### src/hw/rtl/plct_pkg.sv
package plct_pkg;

    localparam int SAMPLE_W      = 16;
    localparam int PHASE_W_DEF   = 32;
    localparam int STAGES_DEF    = 16;
    localparam int TABLE_LEN     = 24;
    localparam int GUARD_BITS    = 8;
    localparam int CW            = SAMPLE_W + GUARD_BITS + 3;
    localparam int ZW            = 34;
    localparam int FIFO_DEPTH    = 4;
    localparam logic [16:0] INV_GAIN = 17'd39797;

    typedef enum logic [7:0] {
        CFG_ALPHA    = 8'd0,
        CFG_BETA     = 8'd1,
        CFG_MAX_FREQ = 8'd2,
        CFG_MIN_FREQ = 8'd3
    } t_cfg_idx;

    typedef struct packed {
        logic signed [SAMPLE_W-1:0] sample_i;
        logic signed [SAMPLE_W-1:0] sample_q;
    } t_in_item;

    typedef struct packed {
        logic signed [SAMPLE_W-1:0] mixed_i;
        logic signed [SAMPLE_W-1:0] mixed_q;
    } t_out_item;

    typedef struct packed {
        logic signed [SAMPLE_W-1:0] si;
        logic signed [SAMPLE_W-1:0] sq;
        logic [31:0]                angle;
    } t_vec_item;

    typedef struct packed {
        logic [15:0]        alpha;
        logic [15:0]        beta;
        logic signed [31:0] max_freq;
        logic signed [31:0] min_freq;
    } t_loop_cfg;

    typedef struct packed {
        logic full;
        logic empty;
    } t_q_status;

    // round(atan(2^-k) * 2^32 / (2*pi))
    function automatic logic [31:0] atan_turn(input int k);
        logic [31:0] v;
        case (k)
            0:  v = 32'd536870912;
            1:  v = 32'd316933406;
            2:  v = 32'd167458907;
            3:  v = 32'd85004756;
            4:  v = 32'd42667331;
            5:  v = 32'd21354465;
            6:  v = 32'd10679838;
            7:  v = 32'd5340245;
            8:  v = 32'd2670163;
            9:  v = 32'd1335087;
            10: v = 32'd667544;
            11: v = 32'd333772;
            12: v = 32'd166886;
            13: v = 32'd83443;
            14: v = 32'd41722;
            15: v = 32'd20861;
            16: v = 32'd10430;
            17: v = 32'd5215;
            18: v = 32'd2608;
            19: v = 32'd1304;
            20: v = 32'd652;
            21: v = 32'd326;
            22: v = 32'd163;
            23: v = 32'd81;
            default: v = 32'd0;
        endcase
        return v;
    endfunction

endpackage

### src/hw/rtl/plct_fifo.sv
module plct_fifo import plct_pkg::*; (
    input  logic      i_clk,
    input  logic      i_rst_n,
    input  logic      i_push,
    input  t_vec_item i_data,
    input  logic      i_pop,
    output t_vec_item o_data,
    output t_q_status o_status
);

    localparam int AW = $clog2(FIFO_DEPTH);

    t_vec_item     r_mem [0:FIFO_DEPTH-1];
    logic [AW-1:0] r_wr;
    logic [AW-1:0] r_rd;
    logic [AW:0]   r_cnt;

    assign o_status.full  = (r_cnt == (AW+1)'(FIFO_DEPTH));
    assign o_status.empty = (r_cnt == '0);
    assign o_data         = r_mem[r_rd];

    always_ff @(posedge i_clk) begin
        if (!i_rst_n) begin
            r_wr  <= '0;
            r_rd  <= '0;
            r_cnt <= '0;
        end else begin
            if (i_push) r_wr <= r_wr + 1'b1;
            if (i_pop)  r_rd <= r_rd + 1'b1;
            r_cnt <= r_cnt + (AW+1)'(i_push) - (AW+1)'(i_pop);
        end
        if (i_push) r_mem[r_wr] <= i_data;
    end

endmodule

### config.mk
export PLATFORM = sky130hd
export DESIGN_NAME = plct_fifo
export DESIGN_NICKNAME = d
export VERILOG_FILES = /design/src/hw/rtl/plct_pkg.sv /design/src/hw/rtl/plct_fifo.sv
export SDC_FILE = /design/constraint.sdc
export NUM_CORES = 1
export LEC_CHECK = 0
export ABC_AREA = 1
export BUFFER_PORTS_ARGS = -buffer_cell sky130_fd_sc_hd__buf_2
export CORE_UTILIZATION = 42
export CTS_BUF_LIST = sky130_fd_sc_hd__clkbuf_8
export DETAILED_ROUTE_END_ITERATION = 16
export PLACE_DENSITY = 0.58
export SLEW_MARGIN = 15
export SYNTH_ARGS = -nofsm -noshare
export SYNTH_HDL_FRONTEND = slang
export SYNTH_SLANG_ARGS = --single-unit
### constraint.sdc
create_clock -name i_clk -period 5.2 [get_ports i_clk]
set_clock_uncertainty 0.05 [all_clocks]
set_input_delay 0.52 -clock i_clk [delete_from_list [all_inputs] [get_ports i_clk]]
set_output_delay 0.52 -clock i_clk [all_outputs]
set_load 0.05 [all_outputs]
==> metrics.md <==
| Metric | Value |
|---|---|
| Status | `completed` |
| Adder-Cell Fraction of Synth Area | `less than 1%` |
| Final wirelength | `19300 µm` |
| EDFF count, synth | `~260` |
| Leakage power | `4.83 nW` |
| Combinational family with the most area after synthesis | `compound AO/OA/AOI/OAI gates` |
| Vias in the first global route | `5727` |
| Post-layout minimum cycle time | `3.21 ns` |
| Post-synthesis cell type count | `17` |
| Rel. slew slack | `30.6%` |
| Port Buffers | `~130` |
| Max IR drop VDD | `0.213 mV` |
| Mux cell area share after synthesis | `0%` |
| Peak fanout along the critical path | `around 90` |
| Initial core utilization | `approximately 43%` |
| Sequential cell area | `0.00788 mm²` |
| 1st-pass router iterations | `6` |
| Clock latency on the worst-skew pair | `0.52 ns` |
| Simple-gate share of the synthesized area | `5.13%` |
| Via density | `around 4.7` |
| Clock Sinks | `265` |
| Share of cells above drive strength 1 | `20.8%` |
| Critical path type | `reg -> out` |
| Setup WS post-layout | `1.99 ns` |
| Hold-fix buffers, CTS | `0` |
| Tightest Pin Transition | `1.04 ns` |
| Pwr Total | `just under 5 mW` |
| RSZ-0062 raised after global routing | `false` |
| CTS tree | `built` |
| Slowest-stage cell, CP | `dfxtp_4` |
| Via count | `6171` |
| Post-synthesis compound-gate area fraction | `11.2%` |
| Register area share after synthesis | `75.4%` |
| Fill cells | `2167` |
| Cells after Synth | `802` |
| Syn_nets | `877` |
| Cell Chain, Critical Path | `buf_4 -> o211ai_1 -> nand2_1 -> buf_2` |
| Critical path startpoint category | `flip-flop` |
| Main synth FF type | `edfxtp_1` |
| Setup violations, final | `0` |
| WP data required | `4.63 ns` |
| GRT Util Overall | `15.2%` |
| Maxcap violations | `0` |
| Die X | `approximately 160 µm` |
| I/O Pins | `around 130` |
| Placement Cell Area | `around 0.011 mm²` |
| Min-Delay Path Class | `in -> reg` |
| Detail Route Antenna Nets | `0` |
| Post-synthesis xor/xnor area fraction | `0%` |
| Worst r2r dst | `r_mem[0][36]$_DFFE_PP_` |
| Final hold violation count | `0` |
| Hold path endpoint | `r_mem[1][52]$_DFFE_PP_` |
| Total gr overflow | `0` |
| Post-layout nets | `1021` |
| Average wire per standard cell | `14.9 µm` |
| Clk slew on worst S/H paths | `about 0.06 ns` |
| Hold_sp | `i_data[52]` |
| Chip height | `160 µm` |
| Slew Limit Fails | `0` |
| Yosys reg bits | `265` |
| Ys Warns | `0` |
| Post-synth top area cell | `edfxtp_1` |
| Core area | `between 0.02 and 0.025 mm²` |
| Async S/R FF share, synth | `0%` |
| Crit path arrival time | `2.64 ns` |
| Fin crit share | `61.8%` |
| Site Rows | `57` |
| Post-Layout Cell Count | `1301` |
| Reg2reg start | `r_wr[0]$_SDFFE_PN0P_` |
| Fmax | `311 MHz` |
| Longest Clk Path Bufs | `3` |
| Most frequent cells after synthesis | `edfxtp_1 (256), inv_1 (144), nand2_1 (138)` |
| Die area | `0.0255 mm²` |
| Mean Syn Cell Area | `13.0 µm²` |
| Sum Neg Setup Slack | `0 ns` |
| Reg2Reg Setup Slack | `2.89 ns` |
| Register-to-Register Path Depth | `5` |
| Setup crit end kind | `output pin` |
| Hold Path Cell Cnt | `1` |
| Post-CTS sizing | `0` |
| Initial antenna violation count | `2` |
| Htree depth | `2` |
| Top cell type's share of synthesized area | `73.7%` |
| Synth area leaders | `edfxtp_1 (74%), inv_1 (5.2%), nand2_1 (5.0%), o211ai_1 (4.6%), a21oi_1 (3.4%)` |
| CTS buffer count | `44` |
| CP max stage delay | `1.05 ns` |
| Worst slack, placed | `2.49 ns` |
| Placed Instances | `1224` |
| Area growth from synthesis to layout | `16.8%` |
| CTS Root Cell | `clkbuf_8` |
| Detailed Place HPWL | `between 10000 and 15000 µm` |
| Synthesized cell area | `~0.010 mm²` |
| Top-count cell post-synth | `edfxtp_1` |
| Multi-input gate area | `0.00180 mm²` |
| First-pass GRT wire length | `about 30000 µm` |
| Initial DRC count | `379` |
| Post-CTS Setup Bufs | `0` |
| Drc violations | `0` |
| GP Congestion | `0.689` |
| Pin count of the biggest net entering global routing | `109` |
| Design area | `0.0122 mm²` |
| Pwr per Cell Area | `396 mW/mm²` |
final cells by class:
| cell class | instances | area share [%] |
|---|---|---|
| inverters | 144 | 4.48 |
| repair buffers | 140 | 6.00 |
| diodes | 2 | 0.0411 |
| multi-input cells | 351 | 14.8 |
| flip-flops and latches | 265 | 64.6 |
| clock buffers | 47 | 5.31 |
| clock inverters | 28 | 1.42 |
| well taps | 324 | 3.33 |
worst max-delay path by stage:
| stage | to | slack, ns | depth (start not counted) |
|---|---|---|---|
| 2_1_floorplan | r_mem[2][0]$_DFFE_PP_ | 2.90 | 4 |
| 3_3_place_gp | o_data[41] | 2.49 | 4 |
| 3_5_place_dp | o_data[44] | 2.49 | 4 |
| 4_1_cts | o_data[44] | 1.90 | 4 |
| 5_1_grt | o_data[35] | 1.71 | 4 |
| 6_report | o_data[44] | 1.99 | 4 |
routing by layer:
metal	global-route usage, %	wire (µm)	vias to the layer above
met5	0	8	-
met4	5.59	308	2
met3	4.06	1310	30
met2	25.9	9480	148
met1	18.5	8230	2913
li1	-	-	3078
logic make-up (layout without fill, tap and decap cells):
group	count (synthesis)	after routing
DFF	265	265
AOI/OAI and AO/OA	202	202
buffers and inverters	186	359
and+or+nand+nor	142	142
adders and majority gates	7	7
other	0	2
critical path: cells and delay by family (launching register included):
kind | cells | cell delay, ns
AO/OA/AOI/OAI | 1 | 0.16
buffers and inverters | 2 | 0.78
flip-flops | 1 | 1.05
AND/OR/NAND/NOR | 1 | 0.11
through the flow:
stage          utilization [%]  hold slack, ns
2_1_floorplan                -           0.386
3_3_place_gp              46.7           0.389
3_5_place_dp              46.7           0.400
4_1_cts                   50.1           0.110
5_1_grt                   50.1           0.122
6_report                  50.1           0.157
report_power, final:
part | total [mW] | switching, mW | internal [mW]
logic | 0.632 | 0.489 | 0.143
clock network | 1.70 | 0.769 | 0.929
registers | 2.49 | 0.0492 | 2.44
placed cells by master, fill, tap and decap left out, types with 2 or more instances in the layout:
cell type,n
dfxtp_1,7
diode_2,2
nor2_1,2
buf_2,133
o21ai_0,54
clkbuf_8,47
o211ai_1,64
nand2_1,138
ha_1,6
clkinvlp_4,2
clkinv_2,10
dfxtp_4,2
inv_1,157
buf_4,6
edfxtp_1,256
a21oi_1,70
o21ai_1,14
bufinv_16,2
registers in the layout (all words and copies together), names as in the netlist, named ones only:
signal,cells
r_mem,256
r_cnt,3
r_wr,2
r_rd,2
(Power assumes the default switching activity.)
