**src/hw/rtl/plct_pkg.sv**
```systemverilog
package plct_pkg;

    localparam int SAMPLE_W      = 16;
    localparam int PHASE_W_DEF   = 32;
    localparam int STAGES_DEF    = 16;
    localparam int TABLE_LEN     = 24;
    localparam int GUARD_BITS    = 8;
    localparam int CW            = SAMPLE_W + GUARD_BITS + 3;
    localparam int ZW            = 34;
    localparam int FIFO_DEPTH    = 4;
    localparam logic [16:0] INV_GAIN = 17'd39797;

    typedef enum logic [7:0] {
        CFG_ALPHA    = 8'd0,
        CFG_BETA     = 8'd1,
        CFG_MAX_FREQ = 8'd2,
        CFG_MIN_FREQ = 8'd3
    } t_cfg_idx;

    typedef struct packed {
        logic signed [SAMPLE_W-1:0] sample_i;
        logic signed [SAMPLE_W-1:0] sample_q;
    } t_in_item;

    typedef struct packed {
        logic signed [SAMPLE_W-1:0] mixed_i;
        logic signed [SAMPLE_W-1:0] mixed_q;
    } t_out_item;

    typedef struct packed {
        logic signed [SAMPLE_W-1:0] si;
        logic signed [SAMPLE_W-1:0] sq;
        logic [31:0]                angle;
    } t_vec_item;

    typedef struct packed {
        logic [15:0]        alpha;
        logic [15:0]        beta;
        logic signed [31:0] max_freq;
        logic signed [31:0] min_freq;
    } t_loop_cfg;

    typedef struct packed {
        logic full;
        logic empty;
    } t_q_status;

    // round(atan(2^-k) * 2^32 / (2*pi))
    function automatic logic [31:0] atan_turn(input int k);
        logic [31:0] v;
        case (k)
            0:  v = 32'd536870912;
            1:  v = 32'd316933406;
            2:  v = 32'd167458907;
            3:  v = 32'd85004756;
            4:  v = 32'd42667331;
            5:  v = 32'd21354465;
            6:  v = 32'd10679838;
            7:  v = 32'd5340245;
            8:  v = 32'd2670163;
            9:  v = 32'd1335087;
            10: v = 32'd667544;
            11: v = 32'd333772;
            12: v = 32'd166886;
            13: v = 32'd83443;
            14: v = 32'd41722;
            15: v = 32'd20861;
            16: v = 32'd10430;
            17: v = 32'd5215;
            18: v = 32'd2608;
            19: v = 32'd1304;
            20: v = 32'd652;
            21: v = 32'd326;
            22: v = 32'd163;
            23: v = 32'd81;
            default: v = 32'd0;
        endcase
        return v;
    endfunction

endpackage

```
**src/hw/rtl/plct_front.sv**
```systemverilog
module plct_front import plct_pkg::*; #(
    parameter int CORDIC_STAGES = STAGES_DEF
) (
    input  logic      i_clk,
    input  logic      i_rst_n,
    input  logic      i_valid,
    input  t_in_item  i_item,
    output logic      o_stall,
    input  logic      i_q_full,
    output logic      o_push,
    output t_vec_item o_vec
);

    localparam int N = CORDIC_STAGES;

    logic                         r_v  [0:N];
    logic signed [CW-1:0]         r_x  [0:N];
    logic signed [CW-1:0]         r_y  [0:N];
    logic [31:0]                  r_z  [0:N];
    logic                         r_zero [0:N];
    t_in_item                     r_s  [0:N];
    logic                         adv;
    logic signed [CW-1:0]         x0;
    logic signed [CW-1:0]         y0;

    assign adv     = !r_v[N] || !i_q_full;
    assign o_stall = !adv;
    assign o_push  = r_v[N] && adv;

    assign x0 = CW'(i_item.sample_i) <<< GUARD_BITS;
    assign y0 = CW'(i_item.sample_q) <<< GUARD_BITS;

    always_ff @(posedge i_clk) begin
        if (!i_rst_n) begin
            r_v[0] <= 1'b0;
        end else if (adv) begin
            r_v[0] <= i_valid;
        end
        if (adv) begin
            // fold the left half plane onto the right
            if (x0 < 0) begin
                r_x[0] <= -x0;
                r_y[0] <= -y0;
                r_z[0] <= 32'h8000_0000;
            end else begin
                r_x[0] <= x0;
                r_y[0] <= y0;
                r_z[0] <= 32'd0;
            end
            r_zero[0] <= (i_item.sample_i == '0) && (i_item.sample_q == '0);
            r_s[0]    <= i_item;
        end
    end

    for (genvar k = 0; k < N; k++) begin : g_stage
        always_ff @(posedge i_clk) begin
            if (!i_rst_n) begin
                r_v[k+1] <= 1'b0;
            end else if (adv) begin
                r_v[k+1] <= r_v[k];
            end
            if (adv) begin
                if (r_y[k] >= 0) begin
                    r_x[k+1] <= r_x[k] + (r_y[k] >>> k);
                    r_y[k+1] <= r_y[k] - (r_x[k] >>> k);
                    r_z[k+1] <= r_z[k] + atan_turn(k);
                end else begin
                    r_x[k+1] <= r_x[k] - (r_y[k] >>> k);
                    r_y[k+1] <= r_y[k] + (r_x[k] >>> k);
                    r_z[k+1] <= r_z[k] - atan_turn(k);
                end
                r_zero[k+1] <= r_zero[k];
                r_s[k+1]    <= r_s[k];
            end
        end
    end

    assign o_vec.si    = r_s[N].sample_i;
    assign o_vec.sq    = r_s[N].sample_q;
    assign o_vec.angle = r_zero[N] ? 32'd0 : r_z[N];

endmodule

```
**config.mk**
```make
export PLATFORM = sky130hd
export DESIGN_NAME = plct_front
export DESIGN_NICKNAME = d
export VERILOG_FILES = /design/src/hw/rtl/plct_pkg.sv /design/src/hw/rtl/plct_front.sv
export SDC_FILE = /design/constraint.sdc
export NUM_CORES = 2
export LEC_CHECK = 0
export BUFFER_PORTS_ARGS = -buffer_cell sky130_fd_sc_hd__clkbuf_2
export CAP_MARGIN = 5
export CORE_UTILIZATION = 25
export DETAILED_ROUTE_END_ITERATION = 16
export SYNTH_ARGS = -nofsm -noshare
export SYNTH_HDL_FRONTEND = slang
export SYNTH_SLANG_ARGS = --single-unit
export TNS_END_PERCENT = 1
```
**constraint.sdc**
```tcl
create_clock -name i_clk -period 22.1 [get_ports i_clk]
set_input_delay 3.315 -clock i_clk [delete_from_list [all_inputs] [get_ports i_clk]]
set_output_delay 3.315 -clock i_clk [all_outputs]
set_load 0.05 [all_outputs]
```
==> impl_metrics.toml <==
[global_routing]
grt_first_pass_wirelength_microns = 410000
grt.overflow.total = 0
largest_net_degree_at_the_start_of_global_routing = 189
antenna_violations_before_repair = 4
first_global_vias = 76800
overall_global_routing_resource_usage = 0.107

[worst_setup_path]
r2r_setup_slack_ps = 16070
crit-reg2reg-capture = "r_y[11][26]"
worstPathMaxFanout = 36
cp_cell_sequence = "clkbuf_2 > nand2_4 > buf_4 > buf_4 > inv_2 > clkbuf_2"
criticalPathCategory = "input pin to output pin"
timing.rr.start = "r_v[16]"
worst_path_max_delay_cell = "sky130_fd_sc_hd__buf_4"
cp.arrival_ps = 5590
worst_setup_path_start_kind = "input pin"
worst-endpoint-required_ps = 18780
worst_path_largest_cell_delay_ps = 500
cp_top_family = "buffers and inverters"
critical_path.n_buffers_inverters = 5
end_kind = "output pin"
reg2regPathDepth = 20

[timing]
finalHoldViolations = 0
totalNegativeSetupSlack_ps = 0
max_freq_mhz = 112
period_minus_slack_ps = 8900
rsz0062_at_grt = "no"
maxSlewHeadroom = 0.136
actual_slew_at_the_worst_max_slew_pin_ps = 1280
slew_violations = 0
period_share = 0.403
fin_worst_skew_ps = 99.8
setup_viol_count_final = 0

[clock_tree]
clk_pin_slew_worst_paths_ps = 60
max-clock-path-buffers = 4
cts_htree_levels = 4
postCtsResizedCells = 0
cts.root.buffer_cell = "sky130_fd_sc_hd__clkbuf_16"
cts-hold-fix-buffers = 0
tritoncts_clock_tree = "built"
post_cts_buffers = 0
number_of_buffers_added_by_the_clock_tree_synthesis_step = 190
clock_sinks = 1751
clock_insertion_delay_worst_skew_ps = 910

[finish]
finish.net_count = 12200
final_cells = 17200
filler_cell_count = 47500
layout-area-overhead-vs-synth_pct = 11.9
drive_gt1_frac = 0.0474

[route]
drt.antenna.violating_nets = 0
dr.pass1.iters = 12
via_per_inst = 4.63
detail_route.wl_per_cell_microns = 14.9
wirelength_microns = 258000
detail_route.iter0.violations = 5142
num_vias = 79700
detail_route.drc_violations = 12

[floorplan]
rows = 249
dieArea_sq_um = 464000
ios = 102
coreArea_sq_um = 460000
initial_standard_cell_utilization_of_the_core = 0.251
die_width_microns = 681
floorplan.die.height_microns = 681

[synthesis]
yosysUniqueCellTypes = 90
mappedNetlistArea_sq_um = 115000
postSynthNetCount = 12000
synth_compound_area_frac = 0.173
synth_simple_gate_area_share = 0.109
mux_contribution_to_synthesized_area = 0.00415
yosysTopAreaCellShare = 0.456
number_of_synthesized_flops_with_an_enable_pin = 1750
synthesis.instances = 10800
library_cell_occupying_the_most_area_in_the_post_synthesis_netlist = "sky130_fd_sc_hd__edfxtp_1"
synth_top_family_by_area = "compound AO/OA/AOI/OAI gates"
synth_ff_type = "sky130_fd_sc_hd__edfxtp_1"
yosys-top-cells-area = "sky130_fd_sc_hd__edfxtp_1 (46%), sky130_fd_sc_hd__ha_1 (12%), sky130_fd_sc_hd__xnor2_1 (6.8%)"
yosys.area_share.xor_xnor = 0.108
synth.cells.most_frequent = "sky130_fd_sc_hd__edfxtp_1 (1750), sky130_fd_sc_hd__ha_1 (1142), sky130_fd_sc_hd__a21oi_1 (1024)"
yosys_warnings = 0
synth.most_common_cell = "sky130_fd_sc_hd__edfxtp_1"
seq_cells_post_synth = 1751
post_synth_fa_ha_maj_area_fraction = 0.130
seq_area_frac_synth = 0.456
synthesis.area_per_instance_sq_um = 10.7
async_flop_share = 0

[worst_hold_path]
hp-start = "r_s[0][304]"
timing.hold.worst_path_depth = 0
hold_class = "flip-flop to flip-flop"
hold_end = "r_s[0][336]"

[place]
gpl_congestion = 0.874
dp_hpwl_microns = 198000
portBuffers = 100
place_inst = 16900

[run]
timing.max_cap.violations = 0

[status]
failing_checks = "design-rule violations"
outcome = "finished, violations left"
## through the flow
step | cell area (sq um) | hold WS, ps | worst slack, ps | util
finish | 129000 | 395 | 13200 | 0.281
global route | 129000 | 406 | 13130 | 0.281
CTS | 129000 | 397 | 13180 | 0.281
detailed placement | 123000 | 405 | 13050 | 0.268
global placement | 123000 | 400 | 13040 | 0.268
floorplan | 115000 | 400 | 5600 | -
## cell families (layout without fill, tap and decap cells)
kind of cell	Yosys count	in the layout
buffers and inverters	609	883
multiplexers	46	46
AND/OR/NAND/NOR	2651	2651
flip-flops	1751	1751
XOR/XNOR	1415	1415
other	1	2
adder cells (fa/ha/maj)	1175	1175
AO/OA/AOI/OAI	3160	3160
## worst reg2reg max path: stages, from the launching register on
cell,delay (ps)
sky130_fd_sc_hd__dfxtp_2,400
sky130_fd_sc_hd__nand2_4,450
sky130_fd_sc_hd__buf_4,420
sky130_fd_sc_hd__buf_4,500
sky130_fd_sc_hd__nand2_1,130
sky130_fd_sc_hd__buf_4,290
sky130_fd_sc_hd__inv_1,110
sky130_fd_sc_hd__buf_4,370
sky130_fd_sc_hd__nor2_1,130
sky130_fd_sc_hd__xor2_1,160
sky130_fd_sc_hd__ha_1,340
sky130_fd_sc_hd__a211o_1,310
sky130_fd_sc_hd__o211ai_1,120
sky130_fd_sc_hd__a21oi_1,130
sky130_fd_sc_hd__o22ai_1,460
sky130_fd_sc_hd__inv_1,140
sky130_fd_sc_hd__o31ai_1,550
sky130_fd_sc_hd__o2111ai_1,250
sky130_fd_sc_hd__a21o_1,200
sky130_fd_sc_hd__a21oi_1,170
sky130_fd_sc_hd__xnor2_1,80
## metal layers
layer	vias to the layer above	track usage	wire length, microns
li1	40600	-	-
met1	37300	0.136	117000
met2	1366	0.187	124000
met3	455	0.0130	8680
met4	4	0.0329	7930
met5	-	0	23
## area by class of cell
type                            count  area [sq um]  area share
Inverter                          407          1530      0.0118
Timing Repair Buffer              147           878     0.00680
Tap cell                         6149          7690      0.0596
Multi-Input combinational cell   8448         60500       0.468
Sequential cell                  1751         52600       0.407
Antenna cell                        1          2.50   0.0000194
Clock inverter                    118          1130     0.00878
Clock buffer                      211          4850      0.0376
## how the worst max path moves through the flow
stage / slack, ps / depth (start not counted) / end / from
after floorplan: 5600 / 2 / r_s[0][0] / i_q_full
after global placement: 13040 / 21 / r_y[11][26] / i_q_full
after detailed placement: 13050 / 17 / r_z[15][24] / i_q_full
after CTS: 13180 / 6 / o_stall / i_q_full
after global routing: 13130 / 6 / o_stall / i_q_full
final: 13200 / 6 / o_stall / i_q_full
## state kept, by name, summed over array words and instances, names as in the netlist
signal / flops
r_s: 544
r_z: 440
r_y: 373
r_x: 360
r_v: 17
r_zero: 17
## layout by cell type, fill, tap and decap left out, types with 105 or more instances in the layout
| cell type | instances |
|---|---|
| sky130_fd_sc_hd__ha_1 | 1142 |
| sky130_fd_sc_hd__a21o_1 | 473 |
| sky130_fd_sc_hd__edfxtp_1 | 1750 |
| sky130_fd_sc_hd__xnor2_1 | 893 |
| sky130_fd_sc_hd__inv_1 | 398 |
| sky130_fd_sc_hd__nor2b_1 | 162 |
| sky130_fd_sc_hd__nand2b_1 | 175 |
| sky130_fd_sc_hd__nor2_1 | 813 |
| sky130_fd_sc_hd__nand3_1 | 156 |
| sky130_fd_sc_hd__o21a_1 | 160 |
| sky130_fd_sc_hd__o31ai_1 | 122 |
| sky130_fd_sc_hd__clkbuf_16 | 191 |
| sky130_fd_sc_hd__xor2_1 | 521 |
| sky130_fd_sc_hd__o21bai_1 | 135 |
| sky130_fd_sc_hd__nor3_1 | 216 |
| sky130_fd_sc_hd__nand2_1 | 675 |
| sky130_fd_sc_hd__a31oi_1 | 105 |
| sky130_fd_sc_hd__a21oi_1 | 1024 |
| sky130_fd_sc_hd__o21ai_0 | 619 |
Power is left out: the tool's default activity adds up to more than one toggle a clock period on the data nets, which glitch-free logic cannot reach.
